[config.mk]
export PLATFORM = sky130hd
export DESIGN_NAME = pid_controller_antiwindup
export DESIGN_NICKNAME = d
export VERILOG_FILES = /design/src/sv/pidc_pkg.sv /design/src/sv/pidc_mul.sv /design/src/sv/pidc_div.sv /design/src/sv/pid_controller_antiwindup.sv
export SDC_FILE = /design/constraint.sdc
export NUM_CORES = 2
export LEC_CHECK = 0
export BUFFER_PORTS_ARGS = -buffer_cell sky130_fd_sc_hd__buf_2
export CELL_PAD_IN_SITES_DETAIL_PLACEMENT = 0
export CELL_PAD_IN_SITES_GLOBAL_PLACEMENT = 1
export CORE_ASPECT_RATIO = 1.1
export CORE_MARGIN = 5
export CORE_UTILIZATION = 40
export CTS_BUF_LIST = sky130_fd_sc_hd__clkbuf_4
export CTS_CLUSTER_DIAMETER = 200
export DETAILED_ROUTE_END_ITERATION = 10
export GPL_TIMING_DRIVEN = 0
export PLACE_DENSITY = 0.78
export RECOVER_POWER = 100
export SLEW_MARGIN = 20
export SYNTH_ARGS = -nofsm -noshare
export SYNTH_HDL_FRONTEND = slang
export SYNTH_SLANG_ARGS = --single-unit
[constraint.sdc]
create_clock -name clk -period 30 [get_ports clk]
set_clock_uncertainty 0.05 [all_clocks]
set_input_delay 7.5 -clock clk [delete_from_list [all_inputs] [get_ports clk]]
set_output_delay 7.5 -clock clk [all_outputs]
set_load 0.02 [all_outputs]
[src/sv/pidc_pkg.sv]
// ----------------------------------------------------------------------------
// pidc_pkg
// Shared types and constants for the PID controller with anti-windup.
// ----------------------------------------------------------------------------
package pidc_pkg;

  localparam int FIELD_W   = 32;
  localparam int CFG_W     = 31;
  localparam int CFG_IDX_W = 3;
  localparam int DT_FRAC   = 24;
  localparam int ALPHA_W   = 32;
  localparam int QUOT_W    = 57;
  localparam int REM_W     = 64;
  localparam int ITER_W    = 6;

  typedef enum logic [1:0] {
    OP_UPDATE    = 2'd0,
    OP_CLR_INTEG = 2'd1,
    OP_CLR_ALL   = 2'd2,
    OP_NONE      = 2'd3
  } opcode_t;

  localparam logic [CFG_IDX_W-1:0] CFG_KP    = 3'd0;
  localparam logic [CFG_IDX_W-1:0] CFG_KI    = 3'd1;
  localparam logic [CFG_IDX_W-1:0] CFG_KD    = 3'd2;
  localparam logic [CFG_IDX_W-1:0] CFG_IBND  = 3'd3;
  localparam logic [CFG_IDX_W-1:0] CFG_OBND  = 3'd4;
  localparam logic [CFG_IDX_W-1:0] CFG_OMEGA = 3'd5;

  localparam logic [CFG_W-1:0] OBND_RESET = 31'd65536;

  localparam logic STATUS_OK     = 1'b0;
  localparam logic STATUS_BAD_DT = 1'b1;

  typedef enum logic [1:0] {
    SH_RAW   = 2'd0,
    SH_FRAC  = 2'd1,
    SH_DT    = 2'd2,
    SH_ALPHA = 2'd3
  } shift_sel_t;

  typedef struct packed {
    logic       start;
    logic       neg;
    shift_sel_t sel;
  } mul_ctl_t;

  typedef struct packed {
    logic [1:0]                opcode;
    logic signed [FIELD_W-1:0] target;
    logic signed [FIELD_W-1:0] measurement;
    logic [FIELD_W-1:0]        time_step;
    logic                      integrate_enable;
  } in_t;

  typedef struct packed {
    logic                      status;
    logic signed [FIELD_W-1:0] drive_value;
  } out_t;

endpackage

[src/sv/pidc_mul.sv]
// ----------------------------------------------------------------------------
// pidc_mul
// Bit-serial sign-magnitude multiplier with floor shift and saturation.
// ----------------------------------------------------------------------------
module pidc_mul #(
  parameter int DW        = 32,
  parameter int FRAC_BITS = 16,
  parameter int MW        = (DW > 32) ? DW : 32
) (
  input  logic                 clk,
  input  logic                 rst_n,
  input  pidc_pkg::mul_ctl_t   ctl,
  input  logic [MW-1:0]        a_mag,
  input  logic [MW-1:0]        b_mag,
  output logic                 done,
  output logic signed [DW-1:0] res,
  output logic [2*MW-1:0]      prod
);
  import pidc_pkg::*;

  localparam int PW   = 2 * MW;
  localparam int CNTW = $clog2(MW + 1);

  logic [MW:0]      hi_r, hi_nxt;
  logic [MW-1:0]    lo_r, lo_nxt;
  logic [MW-1:0]    a_r;
  logic [CNTW-1:0]  cnt_r;
  logic             run_r, done_r, neg_r;
  shift_sel_t       sel_r;
  logic [MW:0]      sum;

  assign sum    = hi_r + ((lo_r[0]) ? {1'b0, a_r} : '0);
  assign hi_nxt = {1'b0, sum[MW:1]};
  assign lo_nxt = {sum[0], lo_r[MW-1:1]};

  always_ff @(posedge clk) begin
    if (!rst_n) begin
      run_r  <= 1'b0;
      done_r <= 1'b0;
      cnt_r  <= '0;
    end else begin
      done_r <= 1'b0;
      if (ctl.start) begin
        run_r <= 1'b1;
        cnt_r <= CNTW'(MW);
      end else if (run_r) begin
        cnt_r <= cnt_r - 1'b1;
        if (cnt_r == CNTW'(1)) begin
          run_r  <= 1'b0;
          done_r <= 1'b1;
        end
      end
    end
  end

  always_ff @(posedge clk) begin
    if (ctl.start) begin
      hi_r  <= '0;
      lo_r  <= b_mag;
      a_r   <= a_mag;
      neg_r <= ctl.neg;
      sel_r <= ctl.sel;
    end else if (run_r) begin
      hi_r <= hi_nxt;
      lo_r <= lo_nxt;
    end
  end

  assign prod = {hi_r[MW-1:0], lo_r};
  assign done = done_r;

  logic [PW-1:0] q;
  logic          rem_nz;
  logic [DW:0]   lim, qt, mq, sv;
  logic          hi_nz;

  always_comb begin
    unique case (sel_r)
      SH_RAW: begin
        q      = prod;
        rem_nz = 1'b0;
      end
      SH_FRAC: begin
        q      = prod >> FRAC_BITS;
        rem_nz = |prod[FRAC_BITS-1:0];
      end
      SH_DT: begin
        q      = prod >> DT_FRAC;
        rem_nz = |prod[DT_FRAC-1:0];
      end
      SH_ALPHA: begin
        q      = prod >> ALPHA_W;
        rem_nz = |prod[ALPHA_W-1:0];
      end
      default: begin
        q      = prod;
        rem_nz = 1'b0;
      end
    endcase
    lim   = neg_r ? {2'b01, {(DW-1){1'b0}}} : {2'b00, {(DW-1){1'b1}}};
    hi_nz = |q[PW-1:DW];
    qt    = {1'b0, q[DW-1:0]} + (DW+1)'(neg_r & rem_nz);
    mq    = (hi_nz || (qt > lim)) ? lim : qt;
    sv    = neg_r ? (~mq + 1'b1) : mq;
    res   = sv[DW-1:0];
  end

`ifndef SYNTHESIS
  a_start_idle: assert property (@(posedge clk) disable iff (!rst_n)
    ctl.start |-> !run_r) else $error("multiplier started while busy");
  a_done_after_run: assert property (@(posedge clk) disable iff (!rst_n)
    done_r |-> $past(run_r)) else $error("multiplier done without a run");
  a_cnt_live: assert property (@(posedge clk) disable iff (!rst_n)
    run_r |-> (cnt_r != '0)) else $error("multiplier count ran out");
`endif

endmodule

[src/sv/pidc_div.sv]
// ----------------------------------------------------------------------------
// pidc_div
// Bit-serial restoring divider, one quotient bit per cycle.
// ----------------------------------------------------------------------------
module pidc_div (
  input  logic                         clk,
  input  logic                         rst_n,
  input  logic                         start,
  input  logic [pidc_pkg::REM_W-1:0]   rem_init,
  input  logic [pidc_pkg::REM_W-1:0]   divisor,
  input  logic [pidc_pkg::QUOT_W-1:0]  dividend,
  input  logic [pidc_pkg::ITER_W-1:0]  iters,
  output logic                         done,
  output logic [pidc_pkg::QUOT_W-1:0]  quot
);
  import pidc_pkg::*;

  logic [REM_W-1:0]  r_r, d_r, rs;
  logic [QUOT_W-1:0] n_r, q_r;
  logic [ITER_W-1:0] cnt_r;
  logic              run_r, done_r, ge;

  assign rs = {r_r[REM_W-2:0], n_r[QUOT_W-1]};
  assign ge = (rs >= d_r);

  always_ff @(posedge clk) begin
    if (!rst_n) begin
      run_r  <= 1'b0;
      done_r <= 1'b0;
      cnt_r  <= '0;
    end else begin
      done_r <= 1'b0;
      if (start) begin
        run_r <= 1'b1;
        cnt_r <= iters;
      end else if (run_r) begin
        cnt_r <= cnt_r - 1'b1;
        if (cnt_r == ITER_W'(1)) begin
          run_r  <= 1'b0;
          done_r <= 1'b1;
        end
      end
    end
  end

  always_ff @(posedge clk) begin
    if (start) begin
      r_r <= rem_init;
      d_r <= divisor;
      n_r <= dividend;
      q_r <= '0;
    end else if (run_r) begin
      r_r <= ge ? (rs - d_r) : rs;
      n_r <= {n_r[QUOT_W-2:0], 1'b0};
      q_r <= {q_r[QUOT_W-2:0], ge};
    end
  end

  assign done = done_r;
  assign quot = q_r;

`ifndef SYNTHESIS
  a_start_idle: assert property (@(posedge clk) disable iff (!rst_n)
    start |-> !run_r) else $error("divider started while busy");
  a_done_after_run: assert property (@(posedge clk) disable iff (!rst_n)
    done_r |-> $past(run_r)) else $error("divider done without a run");
  a_cnt_live: assert property (@(posedge clk) disable iff (!rst_n)
    run_r |-> (cnt_r != '0)) else $error("divider count ran out");
`endif

endmodule

[src/sv/pid_controller_antiwindup.sv]
// ----------------------------------------------------------------------------
// pid_controller_antiwindup
// PID step in signed fixed point with filtered derivative on the measurement
// and conditional-integration anti-windup.
// ----------------------------------------------------------------------------
// in_valid/in_ready take one item: opcode, set point, measurement, time step
// and integrate enable. out_valid/out_ready return one item per input item:
// status and clamped drive value. cfg_we/cfg_index/cfg_wdata write the gains,
// bounds and filter cutoff; write only while the block is idle.
// One item is worked on at a time. Clear opcodes, the unused opcode and a
// zero time step go straight to the result. An update runs a shared
// bit-serial multiplier and a shared bit-serial divider: up to 6 products
// and 2 divisions, the divisions for the rate and the filter gain; the first
// update after a full clear or after reset skips the derivative.
// A finished item moves to the output register; in_ready returns once it has
// moved there, so a stalled receiver holds one item in the output register
// and one finished item in the block.
// Reset restores the register defaults and clears the controller state.
// ----------------------------------------------------------------------------
module pid_controller_antiwindup #(
  parameter int DATA_WIDTH = 32,
  parameter int FRAC_BITS  = 16
) (
  input  logic                            clk,
  input  logic                            rst_n,
  input  logic                            in_valid,
  output logic                            in_ready,
  input  pidc_pkg::in_t                   in_data,
  output logic                            out_valid,
  input  logic                            out_ready,
  output pidc_pkg::out_t                  out_data,
  input  logic                            cfg_we,
  input  logic [pidc_pkg::CFG_IDX_W-1:0]  cfg_index,
  input  logic [pidc_pkg::CFG_W-1:0]      cfg_wdata
);
  import pidc_pkg::*;

  localparam int DW = DATA_WIDTH;
  localparam int MW = (DW > 32) ? DW : 32;
  localparam int CW = MW + 1;
  localparam logic signed [DW-1:0] MAX_D = {1'b0, {(DW-1){1'b1}}};
  localparam logic signed [DW-1:0] MIN_D = {1'b1, {(DW-1){1'b0}}};
  localparam logic [REM_W-1:0] DEN_ONE = REM_W'(1) << (DT_FRAC + FRAC_BITS);

  typedef enum logic [11:0] {
    S_IDLE  = 12'b0000_0000_0001,
    S_P     = 12'b0000_0000_0010,
    S_RATE  = 12'b0000_0000_0100,
    S_D     = 12'b0000_0000_1000,
    S_NUM   = 12'b0000_0001_0000,
    S_ALPHA = 12'b0000_0010_0000,
    S_FD    = 12'b0000_0100_0000,
    S_KE    = 12'b0000_1000_0000,
    S_INC   = 12'b0001_0000_0000,
    S_CMT   = 12'b0010_0000_0000,
    S_OUT   = 12'b0100_0000_0000,
    S_DONE  = 12'b1000_0000_0000
  } state_t;

  function automatic logic signed [DW-1:0] sat_cw(input logic signed [CW-1:0] x);
    if (x > CW'(MAX_D)) return MAX_D;
    if (x < CW'(MIN_D)) return MIN_D;
    return x[DW-1:0];
  endfunction

  function automatic logic signed [DW-1:0] sat_add(input logic signed [DW-1:0] a,
                                                   input logic signed [DW-1:0] b);
    return sat_cw(CW'(a) + CW'(b));
  endfunction

  function automatic logic signed [DW-1:0] clamp_sym(input logic signed [DW-1:0] x,
                                                     input logic [CFG_W-1:0] b);
    logic signed [CW-1:0] xc, bc, nb;
    xc = CW'(x);
    bc = signed'(CW'(b));
    nb = -bc;
    if (xc > bc) return bc[DW-1:0];
    if (xc < nb) return nb[DW-1:0];
    return x;
  endfunction

  function automatic logic [MW-1:0] mag_d(input logic signed [DW-1:0] v);
    logic [DW-1:0] m;
    m = v[DW-1] ? DW'(-v) : DW'(v);
    return MW'(m);
  endfunction

  // configuration
  logic [CFG_W-1:0] kp_r, ki_r, kd_r, ibnd_r, obnd_r, omega_r;

  always_ff @(posedge clk) begin
    if (!rst_n) begin
      kp_r    <= '0;
      ki_r    <= '0;
      kd_r    <= '0;
      ibnd_r  <= '0;
      obnd_r  <= OBND_RESET;
      omega_r <= '0;
    end else if (cfg_we) begin
      unique case (cfg_index)
        CFG_KP:    kp_r    <= cfg_wdata;
        CFG_KI:    ki_r    <= cfg_wdata;
        CFG_KD:    kd_r    <= cfg_wdata;
        CFG_IBND:  ibnd_r  <= cfg_wdata;
        CFG_OBND:  obnd_r  <= cfg_wdata;
        CFG_OMEGA: omega_r <= cfg_wdata;
        default: ;
      endcase
    end
  end

  // controller state and working registers
  state_t                    state_r, state_nxt;
  logic                      launched_r, launched_nxt;
  logic signed [DW-1:0]      integ_r, integ_nxt;
  logic signed [DW-1:0]      fd_r, fd_nxt;
  logic signed [FIELD_W-1:0] last_r, last_nxt;
  logic                      have_prev_r, have_prev_nxt;
  logic signed [DW-1:0]      e_r, e_nxt, p_r, p_nxt, rate_r, rate_nxt;
  logic signed [DW-1:0]      d_r, d_nxt, ke_r, ke_nxt, inc_r, inc_nxt;
  logic signed [FIELD_W-1:0] meas_r, meas_nxt;
  logic [FIELD_W-1:0]        dt_r, dt_nxt;
  logic                      ie_r, ie_nxt;
  logic [ALPHA_W-1:0]        alpha_r, alpha_nxt;
  logic [REM_W-1:0]          num_r, num_nxt, den_r, den_nxt;
  logic                      res_status_r, res_status_nxt;
  logic signed [DW-1:0]      res_drive_r, res_drive_nxt;
  logic                      out_valid_r, out_valid_nxt;
  out_t                      out_data_r, out_data_nxt;

  // shared arithmetic units
  mul_ctl_t              mul_ctl;
  logic [MW-1:0]         mul_a, mul_b;
  logic                  mul_done;
  logic signed [DW-1:0]  mul_res;
  logic [2*MW-1:0]       mul_prod;
  logic                  div_start, div_done;
  logic [REM_W-1:0]      div_rem_init, div_divisor;
  logic [QUOT_W-1:0]     div_dividend, div_quot;
  logic [ITER_W-1:0]     div_iters;

  pidc_mul #(
    .DW        (DW),
    .FRAC_BITS (FRAC_BITS),
    .MW        (MW)
  ) u_mul (
    .clk   (clk),
    .rst_n (rst_n),
    .ctl   (mul_ctl),
    .a_mag (mul_a),
    .b_mag (mul_b),
    .done  (mul_done),
    .res   (mul_res),
    .prod  (mul_prod)
  );

  pidc_div u_div (
    .clk      (clk),
    .rst_n    (rst_n),
    .start    (div_start),
    .rem_init (div_rem_init),
    .divisor  (div_divisor),
    .dividend (div_dividend),
    .iters    (div_iters),
    .done     (div_done),
    .quot     (div_quot)
  );

  // derived values
  logic signed [32:0]    diff;
  logic [32:0]           diff_mag;
  logic                  diff_neg;
  logic [DW:0]           rate_lim;
  logic [QUOT_W-1:0]     rate_lim_q, rate_mq;
  logic [DW:0]           rate_sv;
  logic signed [DW-1:0]  fd_x;
  logic [REM_W-1:0]      nf, df;
  logic signed [DW-1:0]  cand, co, rsum;
  logic signed [CW-1:0]  co_c, ob_c;
  logic                  e_neg, e_pos, commit;
  logic signed [MW-1:0]  drive_ext;

  always_comb begin
    diff       = {meas_r[FIELD_W-1], meas_r} - {last_r[FIELD_W-1], last_r};
    diff_neg   = diff[32];
    diff_mag   = diff_neg ? 33'(-diff) : 33'(diff);
    rate_lim   = diff_neg ? {2'b01, {(DW-1){1'b0}}} : {2'b00, {(DW-1){1'b1}}};
    rate_lim_q = QUOT_W'(rate_lim);
    rate_mq    = (div_quot > rate_lim_q) ? rate_lim_q : div_quot;
    rate_sv    = diff_neg ? (~rate_mq[DW:0] + 1'b1) : rate_mq[DW:0];
    fd_x       = sat_cw(CW'(d_r) - CW'(fd_r));
    nf         = mul_prod[REM_W-1:0];
    df         = DEN_ONE + nf;
    if (df[REM_W-1]) begin
      nf = nf >> 2;
      df = df >> 2;
    end else if (df[REM_W-2]) begin
      nf = nf >> 1;
      df = df >> 1;
    end
    e_neg     = e_r[DW-1];
    e_pos     = !e_r[DW-1] && (e_r != '0);
    cand      = clamp_sym(sat_add(integ_r, inc_r), ibnd_r);
    co        = sat_add(sat_add(p_r, cand), fd_r);
    co_c      = CW'(co);
    ob_c      = signed'(CW'(obnd_r));
    commit    = ((co_c <= ob_c) || e_neg) && ((co_c >= -ob_c) || e_pos);
    rsum      = clamp_sym(sat_add(sat_add(p_r, integ_r), fd_r), obnd_r);
    drive_ext = MW'(res_drive_r);
  end

  // multiplier and divider operands
  always_comb begin
    mul_ctl.start = 1'b0;
    mul_ctl.neg   = 1'b0;
    mul_ctl.sel   = SH_FRAC;
    mul_a         = '0;
    mul_b         = '0;
    div_start     = 1'b0;
    div_rem_init  = '0;
    div_divisor   = REM_W'(dt_r);
    div_dividend  = '0;
    div_iters     = ITER_W'(QUOT_W);
    unique case (state_r)
      S_P: begin
        mul_ctl.start = !launched_r;
        mul_ctl.neg   = e_neg;
        mul_a         = MW'(kp_r);
        mul_b         = mag_d(e_r);
      end
      S_RATE: begin
        div_start    = !launched_r;
        div_dividend = {diff_mag, {DT_FRAC{1'b0}}};
      end
      S_D: begin
        mul_ctl.start = !launched_r;
        mul_ctl.neg   = !rate_r[DW-1] && (rate_r != '0);
        mul_a         = MW'(kd_r);
        mul_b         = mag_d(rate_r);
      end
      S_NUM: begin
        mul_ctl.start = !launched_r;
        mul_ctl.sel   = SH_RAW;
        mul_a         = MW'(dt_r);
        mul_b         = MW'(omega_r);
      end
      S_ALPHA: begin
        div_start    = !launched_r;
        div_rem_init = num_r;
        div_divisor  = den_r;
        div_iters    = ITER_W'(ALPHA_W);
      end
      S_FD: begin
        mul_ctl.start = !launched_r;
        mul_ctl.neg   = fd_x[DW-1];
        mul_ctl.sel   = SH_ALPHA;
        mul_a         = mag_d(fd_x);
        mul_b         = MW'(alpha_r);
      end
      S_KE: begin
        mul_ctl.start = !launched_r;
        mul_ctl.neg   = e_neg;
        mul_a         = MW'(ki_r);
        mul_b         = mag_d(e_r);
      end
      S_INC: begin
        mul_ctl.start = !launched_r;
        mul_ctl.neg   = ke_r[DW-1];
        mul_ctl.sel   = SH_DT;
        mul_a         = mag_d(ke_r);
        mul_b         = MW'(dt_r);
      end
      default: ;
    endcase
  end

  assign in_ready = (state_r == S_IDLE);

  // sequencer
  always_comb begin
    state_nxt      = state_r;
    launched_nxt   = launched_r;
    integ_nxt      = integ_r;
    fd_nxt         = fd_r;
    last_nxt       = last_r;
    have_prev_nxt  = have_prev_r;
    e_nxt          = e_r;
    p_nxt          = p_r;
    rate_nxt       = rate_r;
    d_nxt          = d_r;
    ke_nxt         = ke_r;
    inc_nxt        = inc_r;
    meas_nxt       = meas_r;
    dt_nxt         = dt_r;
    ie_nxt         = ie_r;
    alpha_nxt      = alpha_r;
    num_nxt        = num_r;
    den_nxt        = den_r;
    res_status_nxt = res_status_r;
    res_drive_nxt  = res_drive_r;
    out_valid_nxt  = out_valid_r && !out_ready;
    out_data_nxt   = out_data_r;

    if (mul_ctl.start || div_start) launched_nxt = 1'b1;
    if (mul_done || div_done) launched_nxt = 1'b0;

    unique case (state_r)
      S_IDLE: begin
        if (in_valid) begin
          res_status_nxt = STATUS_OK;
          res_drive_nxt  = '0;
          state_nxt      = S_DONE;
          unique case (in_data.opcode)
            OP_CLR_INTEG: integ_nxt = '0;
            OP_CLR_ALL: begin
              integ_nxt     = '0;
              fd_nxt        = '0;
              last_nxt      = '0;
              have_prev_nxt = 1'b0;
            end
            OP_UPDATE: begin
              if (in_data.time_step == '0) begin
                res_status_nxt = STATUS_BAD_DT;
              end else begin
                e_nxt     = sat_cw(CW'(in_data.target) - CW'(in_data.measurement));
                meas_nxt  = in_data.measurement;
                dt_nxt    = in_data.time_step;
                ie_nxt    = in_data.integrate_enable;
                state_nxt = S_P;
              end
            end
            default: ;
          endcase
        end
      end
      S_P: begin
        if (mul_done) begin
          p_nxt = mul_res;
          if (have_prev_r) begin
            state_nxt = S_RATE;
          end else begin
            fd_nxt    = '0;
            state_nxt = ie_r ? S_KE : S_OUT;
          end
        end
      end
      S_RATE: begin
        if (div_done) begin
          rate_nxt  = rate_sv[DW-1:0];
          state_nxt = S_D;
        end
      end
      S_D: begin
        if (mul_done) begin
          d_nxt = mul_res;
          if (omega_r == '0) begin
            fd_nxt    = mul_res;
            state_nxt = ie_r ? S_KE : S_OUT;
          end else begin
            state_nxt = S_NUM;
          end
        end
      end
      S_NUM: begin
        if (mul_done) begin
          num_nxt   = nf;
          den_nxt   = df;
          state_nxt = S_ALPHA;
        end
      end
      S_ALPHA: begin
        if (div_done) begin
          alpha_nxt = div_quot[ALPHA_W-1:0];
          state_nxt = S_FD;
        end
      end
      S_FD: begin
        if (mul_done) begin
          fd_nxt    = sat_add(fd_r, mul_res);
          state_nxt = ie_r ? S_KE : S_OUT;
        end
      end
      S_KE: begin
        if (mul_done) begin
          ke_nxt    = mul_res;
          state_nxt = S_INC;
        end
      end
      S_INC: begin
        if (mul_done) begin
          inc_nxt   = mul_res;
          state_nxt = S_CMT;
        end
      end
      S_CMT: begin
        if (commit) integ_nxt = cand;
        state_nxt = S_OUT;
      end
      S_OUT: begin
        res_status_nxt = STATUS_OK;
        res_drive_nxt  = rsum;
        last_nxt       = meas_r;
        have_prev_nxt  = 1'b1;
        state_nxt      = S_DONE;
      end
      S_DONE: begin
        if (!out_valid_r || out_ready) begin
          out_valid_nxt            = 1'b1;
          out_data_nxt.status      = res_status_r;
          out_data_nxt.drive_value = drive_ext[FIELD_W-1:0];
          state_nxt                = S_IDLE;
        end
      end
      default: state_nxt = S_IDLE;
    endcase
  end

  always_ff @(posedge clk) begin
    if (!rst_n) begin
      state_r     <= S_IDLE;
      launched_r  <= 1'b0;
      out_valid_r <= 1'b0;
      integ_r     <= '0;
      fd_r        <= '0;
      last_r      <= '0;
      have_prev_r <= 1'b0;
    end else begin
      state_r     <= state_nxt;
      launched_r  <= launched_nxt;
      out_valid_r <= out_valid_nxt;
      integ_r     <= integ_nxt;
      fd_r        <= fd_nxt;
      last_r      <= last_nxt;
      have_prev_r <= have_prev_nxt;
    end
  end

  always_ff @(posedge clk) begin
    e_r          <= e_nxt;
    p_r          <= p_nxt;
    rate_r       <= rate_nxt;
    d_r          <= d_nxt;
    ke_r         <= ke_nxt;
    inc_r        <= inc_nxt;
    meas_r       <= meas_nxt;
    dt_r         <= dt_nxt;
    ie_r         <= ie_nxt;
    alpha_r      <= alpha_nxt;
    num_r        <= num_nxt;
    den_r        <= den_nxt;
    res_status_r <= res_status_nxt;
    res_drive_r  <= res_drive_nxt;
    out_data_r   <= out_data_nxt;
  end

  assign out_valid = out_valid_r;
  assign out_data  = out_data_r;

`ifndef SYNTHESIS
  a_mul_owner: assert property (@(posedge clk) disable iff (!rst_n)
    mul_done |-> (state_r == S_P || state_r == S_D || state_r == S_NUM ||
                  state_r == S_FD || state_r == S_KE || state_r == S_INC))
    else $error("multiplier result with no consumer");
  a_div_owner: assert property (@(posedge clk) disable iff (!rst_n)
    div_done |-> (state_r == S_RATE || state_r == S_ALPHA))
    else $error("divider result with no consumer");
  a_update_starts: assert property (@(posedge clk) disable iff (!rst_n)
    (in_valid && in_ready && in_data.opcode == OP_UPDATE && in_data.time_step != '0)
    |=> (state_r == S_P)) else $error("update item did not start");
  a_out_from_done: assert property (@(posedge clk) disable iff (!rst_n)
    $rose(out_valid_r) |-> $past(state_r == S_DONE))
    else $error("result loaded outside the hand-over state");
`endif

endmodule
; ---- After elaboration in Yosys (flattened, before gate mapping)
; Cells that the tools add are included.
[totals]
reg_bits = 1133
in_bits = 138
output_inout_bits = 35
wordCells = 372
[classes]
n_addsub = 24
order_cmp = 25
eq_ne = 39
n_mux = 169
bitwise = 7
n_reduce_logical = 60
[op_table]
columns = cell, n
row1 = $mux W32, 65
row2 = $mux W63, 5
row3 = $gt A33 B32 Y1 const B, 8
row4 = $lt A33 B32 Y1 const B, 8
row5 = $pmux W64 S4, 1
row6 = $add A32 B32 Y33, 7
row7 = $pmux W32 S2, 3
row8 = $pmux W32 S6, 1
row9 = $mux W57, 3
row10 = $pmux W32 S5, 1
row11 = $mux W12, 12
row12 = $pmux W12 S12, 1
row13 = $neg A32 Y32, 4
row14 = $pmux W32 S4, 1
row15 = $mux W61, 2
row16 = $sub A32 B32 Y33, 3
row17 = $lt A32 B33 Y1, 2
row18 = $neg A31 Y33, 2
row19 = $add A32 B1 Y32 const B, 2
row20 = $add A41 B64 Y64 const A, 1
row21 = $ge A64 B64 Y1, 1
row22 = $gt A32 B32 Y1, 2
row23 = $not A32 Y32, 2
row24 = $reduce_bool A32 Y1, 2
row25 = other kinds (59), 185

; ---- Longest topological paths before layout
[logic_depth]
ltp_word = 28
depth_mapped = 77
mapped_depth_nobuf = 70

; ---- Hierarchy
; A second synthesis with hierarchy kept.
[hier_totals]
hier_cells = 9376
area_unflattened_um2 = 81964.9
[modules_own_cells]
columns = mod, n_inst, cells_each, area_per_inst_um2, seq_area_each_um2
row1 = pid_controller_antiwindup, 1, 6937, 58172.0, 19248.5
row2 = pidc_div, 1, 1459, 14387.5, 6826.5
row3 = pidc_mul, 1, 980, 9405.3, 2812.7

; ---- Least setup slack after synthesis
; OpenSTA, ideal clock, no wires.
[synth_path]
path_type = register to register
from = register integ_r[0]
to = register integ_r[10]
setup_time_ns = 0.060
t_arrival_ns = 14.771
required_time_ns = 29.890
slack_ns = 15.119
stages_incl_launch_ff = 72
n_path_buf = 7
period_less_slack_ns = 14.881
cell_sequence = dfxtp_1 -> ha_1 -> inv_1 -> fa_1 -> nor2b_1 -> o21ai_0 -> a21boi_1 -> o41a_1 -> o211ai_1 -> a211oi_1 -> o2111ai_1 -> a21oi_1 -> nor2_1 -> clkbuf_1 -> a21oi_1 -> ha_1 -> a21o_1 -> a21o_1 -> (+36 left out) -> o211ai_1 -> and2_1 -> clkbuf_1 -> nor2_1 -> clkbuf_1 -> o21ai_0 -> ha_1 -> nand4_1 -> or2_2 -> nor4_1 -> a211o_1 -> nor2_1 -> o31ai_1 -> o21ai_0 -> a221oi_1 -> and2_1 -> clkbuf_1 -> a22o_1
[synth_via]
elab_chain_cells = 28
word_cells_on_any_way = 44
classes_between = add/sub (3) / order compare (10) / eq/ne (1) / mux (26) / reduce/logical (4)
[synth_rtl]
columns = element, line
row1 = start: declaration, pid_controller_antiwindup.sv:115  ; logic signed [DW-1:0] integ_r, integ_nxt;
row2 = start signal: assignment, pid_controller_antiwindup.sv:431  ; integ_r <= integ_nxt;
row3 = $add A32 B32 Y33 *, pid_controller_antiwindup.sv:68  ; return sat_cw(CW'(a) + CW'(b));
row4 = $lt A33 B32 Y1, pid_controller_antiwindup.sv:62  ; if (x < CW'(MIN_D)) return MIN_D;
row5 = $mux W1 (2 in series), pid_controller_antiwindup.sv:62
row6 = $mux W32, pid_controller_antiwindup.sv:63  ; return x[DW-1:0];
row7 = $mux W32 *, pid_controller_antiwindup.sv:62
row8 = $lt A32 B33 Y1, pid_controller_antiwindup.sv:78  ; if (xc < nb) return nb[DW-1:0];
row9 = $mux W1 (2 in series), pid_controller_antiwindup.sv:78
row10 = $mux W32, pid_controller_antiwindup.sv:79  ; return x;
row11 = (+9 left out), -
row12 = $mux W1 (2 in series), pid_controller_antiwindup.sv:62
row13 = $mux W32, pid_controller_antiwindup.sv:63
row14 = $mux W32, pid_controller_antiwindup.sv:62
row15 = $ge A32 B33 Y1 / $le A32 B32 Y1 (equally long branches), pid_controller_antiwindup.sv:207  ; commit = ((co_c <= ob_c) || e_neg) && ((co_c >= -ob_c) || e_pos);
row16 = $logic_or A1 B1 Y1, pid_controller_antiwindup.sv:207
row17 = $logic_and A1 B1 Y1, pid_controller_antiwindup.sv:207
row18 = $ne A2 B2 Y1 (no line), -
row19 = $reduce_and A4 Y1 (no line), -
; Mark *: on every way between the ends. The rest lies on a longest branch, timed or not. The select of a mux whose other input is x is not followed.
; A chain may end at the register's enable or synchronous reset.

; ---- Worst setup path after layout
[layout_path]
from = register integ_r[1]
to = register integ_r[30]
; The elaborated chain is that of the path after synthesis.

==> impl_metrics.py <==
metrics = {
    "sta": {
        "tightest_slew_ns": 3.158,
        "worst_slack_ns": 8.586,
        "rsz0062_at_grt": "false",
        "layout_min_cycle_time_ns": 21.41,
        "whs_ns": 0.3684,
        "tns_ns": 0,
        "final_max_slew_viol_count": 503,
        "fmax_ghz": 0.04670,
        "fin_crit_sh": 0.7138,
        "setup_viol": 0,
        "slew_headroom": -1.105,
        "final_hold_viol_count": 0,
    },
    "global_routing": {
        "top_usage_layer": "met2",
        "grtUsageMet3": 0.05658,
        "grt_pass1_vias": 71010,
        "grt_antenna_before_repair": 23,
        "met2_usage": 0.5004,
        "grt_usage": 0.3057,
        "grt_max_degree": 47,
        "grt-ovfl-total": 0,
        "use_met1": 0.3518,
        "grt_pass1_wl_mm": 466.4,
    },
    "setup_path": {
        "path_class": "reg -> reg",
        "critPathMaxStageDelay_ns": 0.73,
        "cp-end-kind": "flop",
        "cp.required_ns": 31.20,
        "cp-start-kind": "flop",
        "cp_max_fo": 10,
        "cpMostUsedCell": "clkbuf_1",
        "slowest_stage": "nor2_1",
        "reg2reg_slack_ns": 8.59,
        "worstPathArrival_ns": 22.61,
        "rr_worst_depth": 74,
    },
    "clock_tree": {
        "clk-insertion-delay-late_ns": 1.38,
        "cts_resized": 0,
        "cts_htree_levels": 5,
        "clkSinkCount": 1069,
        "cts_tree": "built",
        "clk_pin_slew_ns": 0.06,
        "ctsHoldBuffers": 0,
        "cts_setup_buffers": 0,
        "root_buffer": "clkbuf_4",
        "ctsLongestPathBuffers": 4,
        "numCtsBuffers": 309,
    },
    "synth": {
        "ys_ff_latch": 1069,
        "synth_nets": 9696,
        "yosysSeqAreaShare": 0.3567,
        "synthArstFlopShare": 0,
        "synth_common_cells": "1085 x nand2_1, 667 x edfxtp_1, 657 x a21oi_1",
        "yosys.area.top_type_share": 0.2544,
        "synth_edf_count": 667,
        "yosysUniqueCellTypes": 106,
        "synth_top_area_cell": "edfxtp_1",
        "synth.most_common_cell": "nand2_1",
        "netlist_area_mm2": 0.07872,
        "synthTopCellsByArea": "edfxtp_1 25%, ha_1 10%, dfxtp_1 10%",
        "syn_avg_cell_area_um2": 8.850,
        "synthFlopType": "edfxtp_1",
        "yosys_warnings": 0,
        "syn_inst": 8895,
    },
    "routing": {
        "wl_mm": 327.3,
        "vias": 74050,
        "drcViolationCount": 0,
        "wire_per_inst_um": 26.76,
        "first_iter_violations": 7640,
        "first_pass_iters": 9,
        "ant_nets": 0,
        "viasPerCell": 6.053,
    },
    "die": {
        "boundaryPins": 173,
        "placementRows": 170,
        "start_util": 0.4027,
        "die_w_um": 433.0,
        "dieHeight_um": 475.3,
        "core_mm2": 0.1955,
        "die-area_mm2": 0.2058,
    },
    "pwr": {
        "finalPower_mw": 5.261,
        "p_clk_frac": 0.260,
        "pwr-share-seq": 0.327,
        "power.internal_mw": 3.110,
        "cellLeakagePower_nw": 34.08,
        "ir_drop_mv": 0.09459,
        "power_density_mw_per_mm2": 60.72,
        "p_sw_mw": 2.151,
        "power_frac_comb": 0.413,
        "sw_frac_of_total": 0.4088,
    },
    "place": {
        "place_area_mm2": 0.08352,
        "dp_slack_ns": 9.778,
        "dp_hpwl_mm": 258.1,
        "place_congestion": 1.010,
        "place_inst": 11680,
        "port_buffers": 171,
    },
    "outcome": {
        "violations": "max-capacitance violations, max-slew violations",
        "status": "complete, but fails checks",
    },
    "layout": {
        "syn2layout_area_growth_pct": 10.06,
        "final_cells": 12230,
        "final_core_util": 0.4432,
        "finalInstanceArea_mm2": 0.08664,
        "layout-drive-gt1-share": 0.07322,
        "nNetsFinal": 10210,
        "fillers": 19500,
    },
    "hold_path": {
        "min_path_type": "reg -> reg",
        "hold_depth": 0,
    },
    "flow_run": {
        "maxCapViolations": 18,
    },
}
power by group through the flow:
stage	combinational, mW	sequential [mW]	clock [mW]
global placement	2.12	1.75	0
CTS	2.15	1.71	1.39
detailed placement	2.13	1.75	0
floorplan	1.46	1.69	0
finish	2.17	1.72	1.37
global route	2.37	1.72	1.48
cell usage in the layout (no fill, tap or decap), types with 41 or more instances in the layout:
cell type  Yosys  final
a22oi_1       83     83
nand2_1     1085   1085
and2_1       102     73
clkinv_1       2     58
clkbuf_4       0    437
o31ai_1       66     66
a31oi_1      144    142
nand2b_1      92     92
nor2b_1      115    115
or3_1         45     45
ha_1         652    652
o21a_1        75     75
nand4_1      112    112
and3_1        67     67
buf_2         20     79
dfxtp_1      402    402
a21oi_1      657    658
o21ai_0      580    584
a21o_1       297    297
inv_1        404    404
xnor2_1      344    344
o21bai_1      46     46
mux2i_1      175    175
nor2_1       600    600
xor2_1       224    224
a22o_1        54     54
nand3_1      176    178
edfxtp_1     667    667
a21boi_0     214    216
a211oi_1      42     41
nor3_1       130    129
nor4_1        81     81
clkbuf_1     372    526
cells by family (layout without fill, tap and decap cells):
kind of cell	after synthesis	in the layout	share of synthesized area
flip-flops	1069	1069	0.3567
XOR/XNOR	568	568	0.06320
AND/OR/NAND/NOR	2776	2776	0.1662
adder cells (fa/ha/maj)	702	702	0.1114
multiplexers	249	249	0.03789
other	0	25	0
buffers and inverters	833	1566	0.04044
AO/OA/AOI/OAI	2698	2698	0.2242
sequential cells by signal (all words and copies together), names as in the netlist, 33 cells and up:
register	cells
num_r	63
u_div.r_r	63
u_div.d_r	62
u_div.quot	57
out_data	33
u_div.n_r	33
critical path, delay by kind of cell (launching register included):
family / cells / cell delay (ns)
compound gates: 44 / 10.87
fa+ha+maj: 7 / 2.51
flops: 1 / 0.48
simple gates: 12 / 3.18
buf+inv: 10 / 3.86
mux: 1 / 0.32
worst paths after layout:
kind	start	to
max reg2reg	integ_r[1]	integ_r[30]
max	integ_r[1]	integ_r[30]
min reg2reg	drive_ext[31]	out_data[31]
min	drive_ext[31]	out_data[31]
final cells by class:
cell class                      count  area (µm²)  share of cell area
Clock buffer                      437        3281             0.03787
Timing Repair Buffer              203       892.1             0.01030
Antenna cell                       25       62.56           0.0007221
Inverter                          406        1524             0.01759
Multi-Input combinational cell   6993       47440              0.5476
Buffer                            427        1647             0.01901
Sequential cell                  1069       28080              0.3241
Clock inverter                     93       488.0            0.005632
Tap cell                         2580        3228             0.03726
layer usage:
layer,part of all wire,routed length [µm],vias up
met3,0.077,25130,1067
li1,-,-,34020
met4,0.093,30370,10
met1,0.37,122400,35360
met2,0.46,149400,3583
met5,0.00021,69,-
Note: power is estimated with default switching activity, not from simulation.
